--- config.mk ---
export PLATFORM = sky130hd
export DESIGN_NAME = unicode_transcoder
export DESIGN_NICKNAME = d
export VERILOG_FILES = /design/src/rtl/utc_pkg.sv /design/src/rtl/utc_front.sv /design/src/rtl/utc_queue.sv /design/src/rtl/utc_back.sv /design/src/rtl/unicode_transcoder.sv
export SDC_FILE = /design/constraint.sdc
export NUM_CORES = 1
export LEC_CHECK = 0
export BUFFER_PORTS_ARGS = -buffer_cell sky130_fd_sc_hd__buf_4
export CELL_PAD_IN_SITES_DETAIL_PLACEMENT = 0
export CELL_PAD_IN_SITES_GLOBAL_PLACEMENT = 1
export CORE_UTILIZATION = 50
export CTS_CLUSTER_DIAMETER = 150
export DETAILED_ROUTE_END_ITERATION = 8
export GPL_TIMING_DRIVEN = 0
export PLACE_DENSITY_LB_ADDON = 0.1
export SETUP_SLACK_MARGIN = 0.1
export SYNTH_ARGS = -nofsm -noshare
export SYNTH_HDL_FRONTEND = slang
export SYNTH_HIERARCHICAL = 1
export SYNTH_SLANG_ARGS = --single-unit
--- constraint.sdc ---
create_clock -name clock -period 6.9 [get_ports clock]
set_input_delay 2.07 -clock clock [delete_from_list [all_inputs] [get_ports clock]]
set_output_delay 2.07 -clock clock [all_outputs]
set_load 0.1 [all_outputs]
--- src/rtl/utc_pkg.sv ---
// Shared types and constants for the Unicode transcoder.
// Used by the front decoder, the queue, the back encoder and the top level.
`timescale 1ns / 1ps

package utc_pkg;

   // Encoding form codes for the source and target registers. Code three acts as UTF-32.
   localparam logic [1:0] FMT_UTF8  = 2'd0;
   localparam logic [1:0] FMT_UTF16 = 2'd1;
   localparam logic [1:0] FMT_UTF32 = 2'd2;

   // Configuration register indexes.
   localparam int          CSR_INDEX_WIDTH   = 2;
   localparam logic [1:0]  CSR_SOURCE_FORMAT = 2'd0;
   localparam logic [1:0]  CSR_TARGET_FORMAT = 2'd1;

   // Reset values of the configuration registers.
   localparam logic [1:0] SOURCE_FORMAT_RESET = FMT_UTF8;
   localparam logic [1:0] TARGET_FORMAT_RESET = FMT_UTF16;

   // Codepoint constants.
   localparam logic [31:0] REPLACEMENT_CHAR = 32'h0000_FFFD;
   localparam logic [31:0] SUPPLEMENT_BASE  = 32'h0001_0000;
   localparam logic [31:0] LOW_SURR_BASE    = 32'h0000_DC00;
   localparam logic [15:0] HIGH_SURR_FIRST  = 16'hD800;
   localparam logic [15:0] HIGH_SURR_LAST   = 16'hDBFF;
   localparam logic [15:0] LOW_SURR_LAST    = 16'hDFFF;
   localparam logic [31:0] MAX_CODEPOINT    = 32'h0010_FFFF;

   // Default depth of the queue between decoder and encoder.
   localparam int QUEUE_DEPTH_DEFAULT = 4;

   // One decoded request as it travels from the front to the back.
   typedef struct packed {
      logic [31:0] codepoint;
      logic        have_cp;
      logic        last;
   } utc_entry_type;

   // Fill status of the queue.
   typedef struct packed {
      logic full;
      logic empty;
   } utc_queue_status_type;

endpackage

--- src/rtl/utc_front.sv ---
// Front decoder: accepts source code units and turns them into codepoints.
// Depends on utc_pkg; feeds utc_queue.
`timescale 1ns / 1ps

module utc_front import utc_pkg::*; (
   input  logic          clock,
   input  logic          reset,
   input  logic [1:0]    source_format,
   input  logic          req_valid,
   output logic          req_ready,
   input  logic [31:0]   req_code_unit,
   input  logic          req_last_unit,
   input  utc_queue_status_type queue_status,
   output logic          push_valid,
   output utc_entry_type push_data
);

   logic [20:0] partial_value_ff, partial_value_in;
   logic [1:0]  bytes_left_ff, bytes_left_in;
   logic [9:0]  high_half_ff, high_half_in;
   logic        high_pending_ff, high_pending_in;

   logic        accept;
   logic        have_cp;
   logic [31:0] codepoint;
   logic [7:0]  byte_unit;
   logic [15:0] word_unit;

   assign req_ready = !queue_status.full;
   assign accept    = req_valid && req_ready;
   assign byte_unit = req_code_unit[7:0];
   assign word_unit = req_code_unit[15:0];

   // Decode one unit against the state of the selected source form.
   always_comb begin
      partial_value_in = partial_value_ff;
      bytes_left_in    = bytes_left_ff;
      high_half_in     = high_half_ff;
      high_pending_in  = high_pending_ff;
      have_cp          = 1'b0;
      codepoint        = '0;
      case (source_format)
         FMT_UTF8: begin
            if (bytes_left_ff == 2'd0) begin
               if (!byte_unit[7]) begin
                  codepoint = {24'd0, byte_unit};
                  have_cp   = 1'b1;
               end else if (byte_unit[7:5] == 3'b110) begin
                  partial_value_in = {16'd0, byte_unit[4:0]};
                  bytes_left_in    = 2'd1;
               end else if (byte_unit[7:4] == 4'b1110) begin
                  partial_value_in = {17'd0, byte_unit[3:0]};
                  bytes_left_in    = 2'd2;
               end else if (byte_unit[7:3] == 5'b11110) begin
                  partial_value_in = {18'd0, byte_unit[2:0]};
                  bytes_left_in    = 2'd3;
               end else begin
                  codepoint = REPLACEMENT_CHAR;
                  have_cp   = 1'b1;
               end
            end else begin
               partial_value_in = {partial_value_ff[14:0], byte_unit[5:0]};
               bytes_left_in    = bytes_left_ff - 2'd1;
               if (bytes_left_in == 2'd0) begin
                  codepoint = {11'd0, partial_value_in};
                  have_cp   = 1'b1;
               end
            end
            // A truncated final sequence is padded with zero payload bits.
            if (req_last_unit && bytes_left_in != 2'd0) begin
               have_cp = 1'b1;
               case (bytes_left_in)
                  2'd1:    codepoint = {11'd0, partial_value_in[14:0], 6'd0};
                  2'd2:    codepoint = {11'd0, partial_value_in[8:0], 12'd0};
                  default: codepoint = {11'd0, partial_value_in[2:0], 18'd0};
               endcase
            end
         end
         FMT_UTF16: begin
            if (high_pending_ff) begin
               // The partner unit is taken unchecked, with wrapping arithmetic.
               codepoint = SUPPLEMENT_BASE + {12'd0, high_half_ff, 10'd0}
                         + {16'd0, word_unit} - LOW_SURR_BASE;
               high_pending_in = 1'b0;
               have_cp         = 1'b1;
            end else if (word_unit < HIGH_SURR_FIRST || word_unit > LOW_SURR_LAST) begin
               codepoint = {16'd0, word_unit};
               have_cp   = 1'b1;
            end else if (word_unit <= HIGH_SURR_LAST) begin
               high_half_in    = word_unit[9:0];
               high_pending_in = 1'b1;
               if (req_last_unit) begin
                  codepoint = SUPPLEMENT_BASE + {12'd0, word_unit[9:0], 10'd0};
                  have_cp   = 1'b1;
               end
            end else begin
               codepoint = REPLACEMENT_CHAR;
               have_cp   = 1'b1;
            end
         end
         default: begin
            codepoint = req_code_unit;
            have_cp   = 1'b1;
         end
      endcase
      // The end of a string clears every decoder.
      if (req_last_unit) begin
         partial_value_in = '0;
         bytes_left_in    = '0;
         high_half_in     = '0;
         high_pending_in  = 1'b0;
      end
   end

   // Only requests that produce a codepoint or close a string go to the queue.
   assign push_valid          = accept && (have_cp || req_last_unit);
   assign push_data.codepoint = codepoint;
   assign push_data.have_cp   = have_cp;
   assign push_data.last      = req_last_unit;

   // Decoder state.
   always_ff @(posedge clock) begin
      if (reset) begin
         partial_value_ff <= '0;
         bytes_left_ff    <= '0;
         high_half_ff     <= '0;
         high_pending_ff  <= 1'b0;
      end else if (accept) begin
         partial_value_ff <= partial_value_in;
         bytes_left_ff    <= bytes_left_in;
         high_half_ff     <= high_half_in;
         high_pending_ff  <= high_pending_in;
      end
   end

endmodule

--- src/rtl/utc_queue.sv ---
// Short queue of decoded entries between the front decoder and back encoder.
// Depends on utc_pkg for the entry and status types.
`timescale 1ns / 1ps

module utc_queue import utc_pkg::*; #(
   parameter int DEPTH = QUEUE_DEPTH_DEFAULT
) (
   input  logic          clock,
   input  logic          reset,
   input  logic          push_valid,
   input  utc_entry_type push_data,
   input  logic          pop,
   output utc_entry_type head_data,
   output utc_queue_status_type status
);

   localparam int PTR_W   = (DEPTH > 1) ? $clog2(DEPTH) : 1;
   localparam int COUNT_W = $clog2(DEPTH + 1);

   utc_entry_type       slot_ff [DEPTH];
   logic [PTR_W-1:0]    wr_ptr_ff, wr_ptr_in;
   logic [PTR_W-1:0]    rd_ptr_ff, rd_ptr_in;
   logic [COUNT_W-1:0]  count_ff, count_in;
   logic                do_push, do_pop;

   assign status.full  = (count_ff == COUNT_W'(DEPTH));
   assign status.empty = (count_ff == '0);
   assign do_push      = push_valid && !status.full;
   assign do_pop       = pop && !status.empty;
   assign head_data    = slot_ff[rd_ptr_ff];

   // Pointer and fill count update.
   always_comb begin
      wr_ptr_in = wr_ptr_ff;
      rd_ptr_in = rd_ptr_ff;
      count_in  = count_ff;
      if (do_push) begin
         wr_ptr_in = (wr_ptr_ff == PTR_W'(DEPTH - 1)) ? '0 : wr_ptr_ff + PTR_W'(1);
      end
      if (do_pop) begin
         rd_ptr_in = (rd_ptr_ff == PTR_W'(DEPTH - 1)) ? '0 : rd_ptr_ff + PTR_W'(1);
      end
      if (do_push && !do_pop) begin
         count_in = count_ff + COUNT_W'(1);
      end else if (do_pop && !do_push) begin
         count_in = count_ff - COUNT_W'(1);
      end
   end

   always_ff @(posedge clock) begin
      if (reset) begin
         wr_ptr_ff <= '0;
         rd_ptr_ff <= '0;
         count_ff  <= '0;
      end else begin
         wr_ptr_ff <= wr_ptr_in;
         rd_ptr_ff <= rd_ptr_in;
         count_ff  <= count_in;
      end
   end

   // Entry storage.
   always_ff @(posedge clock) begin
      if (do_push) begin
         slot_ff[wr_ptr_ff] <= push_data;
      end
   end

endmodule

--- src/rtl/utc_back.sv ---
// Back encoder: turns queued codepoints into target code units, one per cycle while the response channel takes them.
// Depends on utc_pkg; reads from utc_queue and drives the response channel.
`timescale 1ns / 1ps

module utc_back import utc_pkg::*; (
   input  logic          clock,
   input  logic          reset,
   input  logic [1:0]    target_format,
   input  utc_entry_type head_data,
   input  utc_queue_status_type queue_status,
   output logic          pop,
   output logic          rsp_valid,
   input  logic          rsp_ready,
   output logic [31:0]   rsp_out_unit,
   output logic          rsp_run_last,
   output logic          rsp_terminator
);

   logic [2:0]  unit_idx_ff, unit_idx_in;
   logic        rsp_valid_ff, rsp_valid_in;
   logic [31:0] rsp_out_unit_ff, rsp_out_unit_in;
   logic        rsp_run_last_ff, rsp_run_last_in;
   logic        rsp_terminator_ff, rsp_terminator_in;

   logic [31:0] enc_unit [4];
   logic [2:0]  enc_count;
   logic [2:0]  total_count;
   logic [20:0] offset_cp;
   logic [31:0] cp;
   logic        slot_free;
   logic        emit;
   logic        final_unit;

   assign cp        = head_data.codepoint;
   assign offset_cp = cp[20:0] - 21'h01_0000;

   // Encode the head codepoint into up to four target units.
   always_comb begin
      enc_count = 3'd0;
      for (int i = 0; i < 4; i++) begin
         enc_unit[i] = '0;
      end
      case (target_format)
         FMT_UTF8: begin
            if (cp <= 32'h7F) begin
               enc_count   = 3'd1;
               enc_unit[0] = cp;
            end else if (cp <= 32'h7FF) begin
               enc_count   = 3'd2;
               enc_unit[0] = {24'd0, 3'b110, cp[10:6]};
               enc_unit[1] = {24'd0, 2'b10, cp[5:0]};
            end else if (cp <= 32'hFFFF) begin
               enc_count   = 3'd3;
               enc_unit[0] = {24'd0, 4'b1110, cp[15:12]};
               enc_unit[1] = {24'd0, 2'b10, cp[11:6]};
               enc_unit[2] = {24'd0, 2'b10, cp[5:0]};
            end else if (cp <= MAX_CODEPOINT) begin
               enc_count   = 3'd4;
               enc_unit[0] = {24'd0, 5'b11110, cp[20:18]};
               enc_unit[1] = {24'd0, 2'b10, cp[17:12]};
               enc_unit[2] = {24'd0, 2'b10, cp[11:6]};
               enc_unit[3] = {24'd0, 2'b10, cp[5:0]};
            end
         end
         FMT_UTF16: begin
            if (cp <= 32'hFFFF) begin
               enc_count   = 3'd1;
               enc_unit[0] = cp;
            end else if (cp <= MAX_CODEPOINT) begin
               enc_count   = 3'd2;
               enc_unit[0] = {16'd0, 6'b110110, offset_cp[19:10]};
               enc_unit[1] = {16'd0, 6'b110111, offset_cp[9:0]};
            end
         end
         default: begin
            enc_count   = 3'd1;
            enc_unit[0] = cp;
         end
      endcase
      if (!head_data.have_cp) begin
         enc_count = 3'd0;
      end
   end

   // Units for this entry, the terminator included.
   assign total_count = enc_count + {2'd0, head_data.last};
   assign slot_free   = !rsp_valid_ff || rsp_ready;
   assign emit        = !queue_status.empty && (total_count != 3'd0) && slot_free;
   assign final_unit  = (unit_idx_ff == total_count - 3'd1);

   // An entry that encodes to nothing is dropped without output.
   assign pop = (emit && final_unit)
             || (!queue_status.empty && (total_count == 3'd0));

   // Output register and unit index.
   always_comb begin
      unit_idx_in       = unit_idx_ff;
      rsp_valid_in      = rsp_valid_ff && !rsp_ready;
      rsp_out_unit_in   = rsp_out_unit_ff;
      rsp_run_last_in   = rsp_run_last_ff;
      rsp_terminator_in = rsp_terminator_ff;
      if (emit) begin
         rsp_valid_in      = 1'b1;
         rsp_run_last_in   = final_unit;
         rsp_terminator_in = head_data.last && (unit_idx_ff == enc_count);
         rsp_out_unit_in   = (unit_idx_ff < enc_count) ? enc_unit[unit_idx_ff[1:0]] : '0;
         unit_idx_in       = final_unit ? 3'd0 : unit_idx_ff + 3'd1;
      end
   end

   always_ff @(posedge clock) begin
      if (reset) begin
         unit_idx_ff  <= '0;
         rsp_valid_ff <= 1'b0;
      end else begin
         unit_idx_ff  <= unit_idx_in;
         rsp_valid_ff <= rsp_valid_in;
      end
   end

   always_ff @(posedge clock) begin
      rsp_out_unit_ff   <= rsp_out_unit_in;
      rsp_run_last_ff   <= rsp_run_last_in;
      rsp_terminator_ff <= rsp_terminator_in;
   end

   assign rsp_valid      = rsp_valid_ff;
   assign rsp_out_unit   = rsp_out_unit_ff;
   assign rsp_run_last   = rsp_run_last_ff;
   assign rsp_terminator = rsp_terminator_ff;

endmodule

--- src/rtl/unicode_transcoder.sv ---
// Top level of the Unicode transcoder: configuration registers and the
// front decoder, queue and back encoder. Depends on utc_pkg and all submodules.
`timescale 1ns / 1ps

// The transcoder takes one source code unit per request and returns the same
// text in the target form, one code unit per response. A request is accepted
// in the cycle after the previous one whenever the queue has room. The response
// port sets the rate: each request causes from zero responses (a UTF-8 lead
// byte or a UTF-16 high surrogate) up to five (a four-byte UTF-8 sequence plus
// the string terminator). A value with no encoding in the target form is
// dropped by the encoder and causes no response.
// The queue of QUEUE_DEPTH decoded entries lets the decoder run ahead while
// the encoder drains a long sequence. Write the format registers only while
// the block is idle; the configuration port is always ready.

module unicode_transcoder import utc_pkg::*; #(
   parameter int QUEUE_DEPTH = QUEUE_DEPTH_DEFAULT
) (
   input  logic                       clock,
   input  logic                       reset,
   // Configuration write channel.
   input  logic                       csr_valid,
   output logic                       csr_ready,
   input  logic [CSR_INDEX_WIDTH-1:0] csr_index,
   input  logic [1:0]                 csr_write_data,
   // Request channel.
   input  logic                       req_valid,
   output logic                       req_ready,
   input  logic [31:0]                req_code_unit,
   input  logic                       req_last_unit,
   // Response channel.
   output logic                       rsp_valid,
   input  logic                       rsp_ready,
   output logic [31:0]                rsp_out_unit,
   output logic                       rsp_run_last,
   output logic                       rsp_terminator
);

   logic [1:0]           source_format_ff, source_format_in;
   logic [1:0]           target_format_ff, target_format_in;
   logic                 push_valid;
   logic                 pop;
   utc_entry_type        push_data;
   utc_entry_type        head_data;
   utc_queue_status_type queue_status;

   assign csr_ready = 1'b1;

   // Format register writes; unknown indexes are ignored.
   always_comb begin
      source_format_in = source_format_ff;
      target_format_in = target_format_ff;
      if (csr_valid && csr_ready) begin
         case (csr_index)
            CSR_SOURCE_FORMAT: source_format_in = csr_write_data;
            CSR_TARGET_FORMAT: target_format_in = csr_write_data;
            default: ;
         endcase
      end
   end

   always_ff @(posedge clock) begin
      if (reset) begin
         source_format_ff <= SOURCE_FORMAT_RESET;
         target_format_ff <= TARGET_FORMAT_RESET;
      end else begin
         source_format_ff <= source_format_in;
         target_format_ff <= target_format_in;
      end
   end

   utc_front u_front (
      .clock         (clock),
      .reset         (reset),
      .source_format (source_format_ff),
      .req_valid     (req_valid),
      .req_ready     (req_ready),
      .req_code_unit (req_code_unit),
      .req_last_unit (req_last_unit),
      .queue_status  (queue_status),
      .push_valid    (push_valid),
      .push_data     (push_data)
   );

   utc_queue #(
      .DEPTH (QUEUE_DEPTH)
   ) u_queue (
      .clock      (clock),
      .reset      (reset),
      .push_valid (push_valid),
      .push_data  (push_data),
      .pop        (pop),
      .head_data  (head_data),
      .status     (queue_status)
   );

   utc_back u_back (
      .clock          (clock),
      .reset          (reset),
      .target_format  (target_format_ff),
      .head_data      (head_data),
      .queue_status   (queue_status),
      .pop            (pop),
      .rsp_valid      (rsp_valid),
      .rsp_ready      (rsp_ready),
      .rsp_out_unit   (rsp_out_unit),
      .rsp_run_last   (rsp_run_last),
      .rsp_terminator (rsp_terminator)
   );

endmodule
==> impl_metrics.toml <==
[sta]
max_slew_margin_pct = 38.3
fin_ws_ns = 0.449
report.final.slew_viol_count = 0
rsz0062_at_grt = "false"
setup_viol = 0
worst_pin_slew_ns = 0.925
max_freq_mhz = 155
final-hold-violation-count = 0
min_period_ns = 6.45
fin_hold_ws_ns = 0.450
fin_skew_ns = 0.0134
fin_crit_sh_pct = 93.5

[logic_synthesis]
yosysMostFrequentCell = "edfxtp_1"
synthTopCellsByArea = "edfxtp_1 (44%), dfxtp_1 (7.7%), mux4_2 (6.6%), ha_1 (3.4%), a21oi_1 (2.6%)"
ys_seq_elements = 215
synthAdderAreaFrac_pct = 3.77
synth-edff-count = 170
yosysWarnings = 6
syn_area_per_cell_um2 = 11.8
syn_area_um2 = 11700
yosys.area_share.simple_pct = 15.6
synthXorXnorAreaFrac_pct = 1.24
ys_top_cells_by_count = "edfxtp_1 (170), nor2_1 (66), a21oi_1 (61)"
synth_cells = 991
ys.flop_type = "edfxtp_1"
synth_cell_types = 104
async_flop_share_pct = 0
synth_top_area_cell = "edfxtp_1"
synthMuxAreaShare_pct = 7.95
syn_nets = 1067
ys_seq_area_share_pct = 51.4
synth_top_area_share_pct = 43.7
synth_top_family_by_area = "compound AO/OA/AOI/OAI gates"
synth-compound-area-share_pct = 15.6

[floorplan]
fp-row-count = 55
dieArea_um2 = 24000
die_x_um = 155
die_h_um = 155
initial_core_util_pct = 51.2
coreArea_um2 = 22800
io_pins = 79

[place]
hpwlAfterDp_mm = 22.7
dp_slack_ns = -0.359
gp_congestion = 0.967
io_buffers = 76
placed_cells = 1380

[grt]
overflow = 0
grt_max_degree = 38
grt_pass1_wl_mm = 47.9
grt_usage_pct = 26.4
antenna_found_initial = 0
grt_pass1_vias = 8336

[finish]
finalCoreUtilization_pct = 59.4
seq_area_um2 = 6010
multiInputGateArea_um2 = 5190
area_growth_pct = 15.8
num-nets-final = 1174
fill_cells = 1921
final_cells = 1429
drive_gt1_share_pct = 21.6
antennaDiodeCount = 0

[critical_path]
cp-start-kind = "register"
reg2reg_slack_ns = 0.45
critPathMaxFanout = 37
arrival_ns = 6.90
required_ns = 7.35
r2r_end = "u_queue/count_ff[2]$_SDFFE_PP0P_"
crit_type = "register to register"
critPathCapture = "u_queue/count_ff[2]$_SDFFE_PP0P_"
end_kind = "register"
reg2regPathDepth = 26

[clock_network]
cts_tree = "done"
cts_made_buffers = 24
clk_path_buf_depth = 3
clk_pin_slew_ns = 0.06
cts.sinks = 215
htree_levels = 1
worstSkewPairLatency_ns = 0.52
cts_hold_buffers = 0
cts_root_buffer = "clkbuf_16"

[hold_path]
hold_depth = 2
hold_path_class = "register to register"

[pwr]
power.total_mw = 5.17
p_leak_nw = 4.85
powerDensity_nw_per_um2 = 383
max-vdd-ir-drop_v = 0.000217

[detailed_routing]
drt_iter0_markers = 556
wire_per_inst_um = 21.8
antenna_left = 0
drcViolationCount = 0
via_count = 8616
drtPass1Iterations = 5
via_per_inst = 6.03
wirelength_mm = 31.2

[job]
maxCapViolCount = 0

[outcome]
status = "finished clean"
## logic make-up (layout without fill, tap and decap cells)
family          Yosys count  in the layout
simple gates            319            319
compound gates          255            255
flops                   215            215
buf+inv                 102            227
mux                      50             50
fa+ha+maj                34             34
xor+xnor                 15             15
other cells               1              1
## state kept, by name, indices dropped and copies added (netlist names), 3 cells and up, named ones only
register and count:
u_queue/slot_ff 136, u_back/rsp_out_unit 32, u_front/partial_value_ff 15, u_front/high_half_ff 10
u_back/unit_idx_ff 3, u_queue/count_ff 3
## report_power, final
| part | switching (mW) | internal [mW] | leakage [nW] |
|---|---|---|---|
| Clock | 0.513 | 0.735 | 0.380 |
| Sequential | 0.0675 | 1.67 | 1.97 |
| Combinational | 1.54 | 0.645 | 2.50 |
| Total | 2.12 | 3.05 | 4.85 |
## layout make-up
type,count,share of cell area [%]
clock inverters,14,0.814
flip-flops and latches,215,44.4
well taps,313,2.90
clock buffers,30,5.00
multi-input cells,674,38.4
plain buffers,60,2.61
inverters,42,1.40
repair buffers,81,4.50
## timing repair
action                     CTS  global route
pin swaps                    1             0
buffers inserted             2             3
hold endpoints to repair     0             0
setup endpoints to repair    2             1
gates resized for setup      4             8
## critical path: stages, from the launching register on
cell	delay [ns]
dfxtp_1	0.31
buf_4	0.20
buf_6	0.22
mux4_2	0.59
inv_1	0.16
ha_2	0.25
or4b_4	0.51
nor4_4	0.22
buf_4	0.20
a31oi_4	0.15
a21oi_4	0.25
o21a_1	0.19
ha_1	0.15
ha_1	0.21
inv_1	0.08
ha_1	0.17
inv_1	0.08
o311ai_4	0.35
bufinv_16	0.28
a32o_1	0.26
o31ai_2	0.13
ha_1	0.26
inv_1	0.06
fa_1	0.37
xor2_1	0.18
or3_2	0.40
a21oi_1	0.14
## worst min-delay path by stage
stage	start	endpoint	slack (ns)
2_1_floorplan	u_front/high_half_ff[3]$_SDFFE_PP0P_	u_front/high_half_ff[3]$_SDFFE_PP0P_	0.43
3_3_place_gp	u_front/high_half_ff[3]$_SDFFE_PP0P_	u_front/high_half_ff[3]$_SDFFE_PP0P_	0.44
3_5_place_dp	u_front/high_half_ff[0]$_SDFFE_PP0P_	u_front/high_half_ff[0]$_SDFFE_PP0P_	0.44
4_1_cts	u_front/high_half_ff[0]$_SDFFE_PP0P_	u_front/high_half_ff[0]$_SDFFE_PP0P_	0.45
5_1_grt	u_front/high_half_ff[3]$_SDFFE_PP0P_	u_front/high_half_ff[3]$_SDFFE_PP0P_	0.46
6_report	u_front/high_half_ff[0]$_SDFFE_PP0P_	u_front/high_half_ff[0]$_SDFFE_PP0P_	0.45
## cell usage in the layout, fill, tap and decap left out, types with 26 or more instances in the layout
| cell type | instances |
|---|---|
| edfxtp_1 | 170 |
| buf_4 | 89 |
| clkbuf_16 | 26 |
| nand2_1 | 58 |
| nor2_1 | 66 |
| ha_1 | 31 |
| nand3_1 | 33 |
| o21ai_0 | 32 |
| inv_1 | 38 |
| dfxtp_1 | 45 |
| and2_1 | 30 |
| a21oi_1 | 61 |
| mux4_2 | 34 |
## routing by layer
layer / vias to the layer above / wire, um / global-route usage, %
met3: 74 / 1710 / 3.33
met1: 4177 / 12800 / 33.3
met5: - / 0 / 0
met4: 0 / 1480 / 12.1
met2: 323 / 15200 / 45.3
li1: 4042 / - / -
## metrics by stage
stage | instance area (um2) | TNS, ns
3_3_place_gp | 12600 | -0.300
2_1_floorplan | 11700 | 0
5_1_grt | 13500 | 0
6_report | 13500 | 0
4_1_cts | 13500 | 0
3_5_place_dp | 12600 | -0.359
Power figures use the tool's default switching activity.
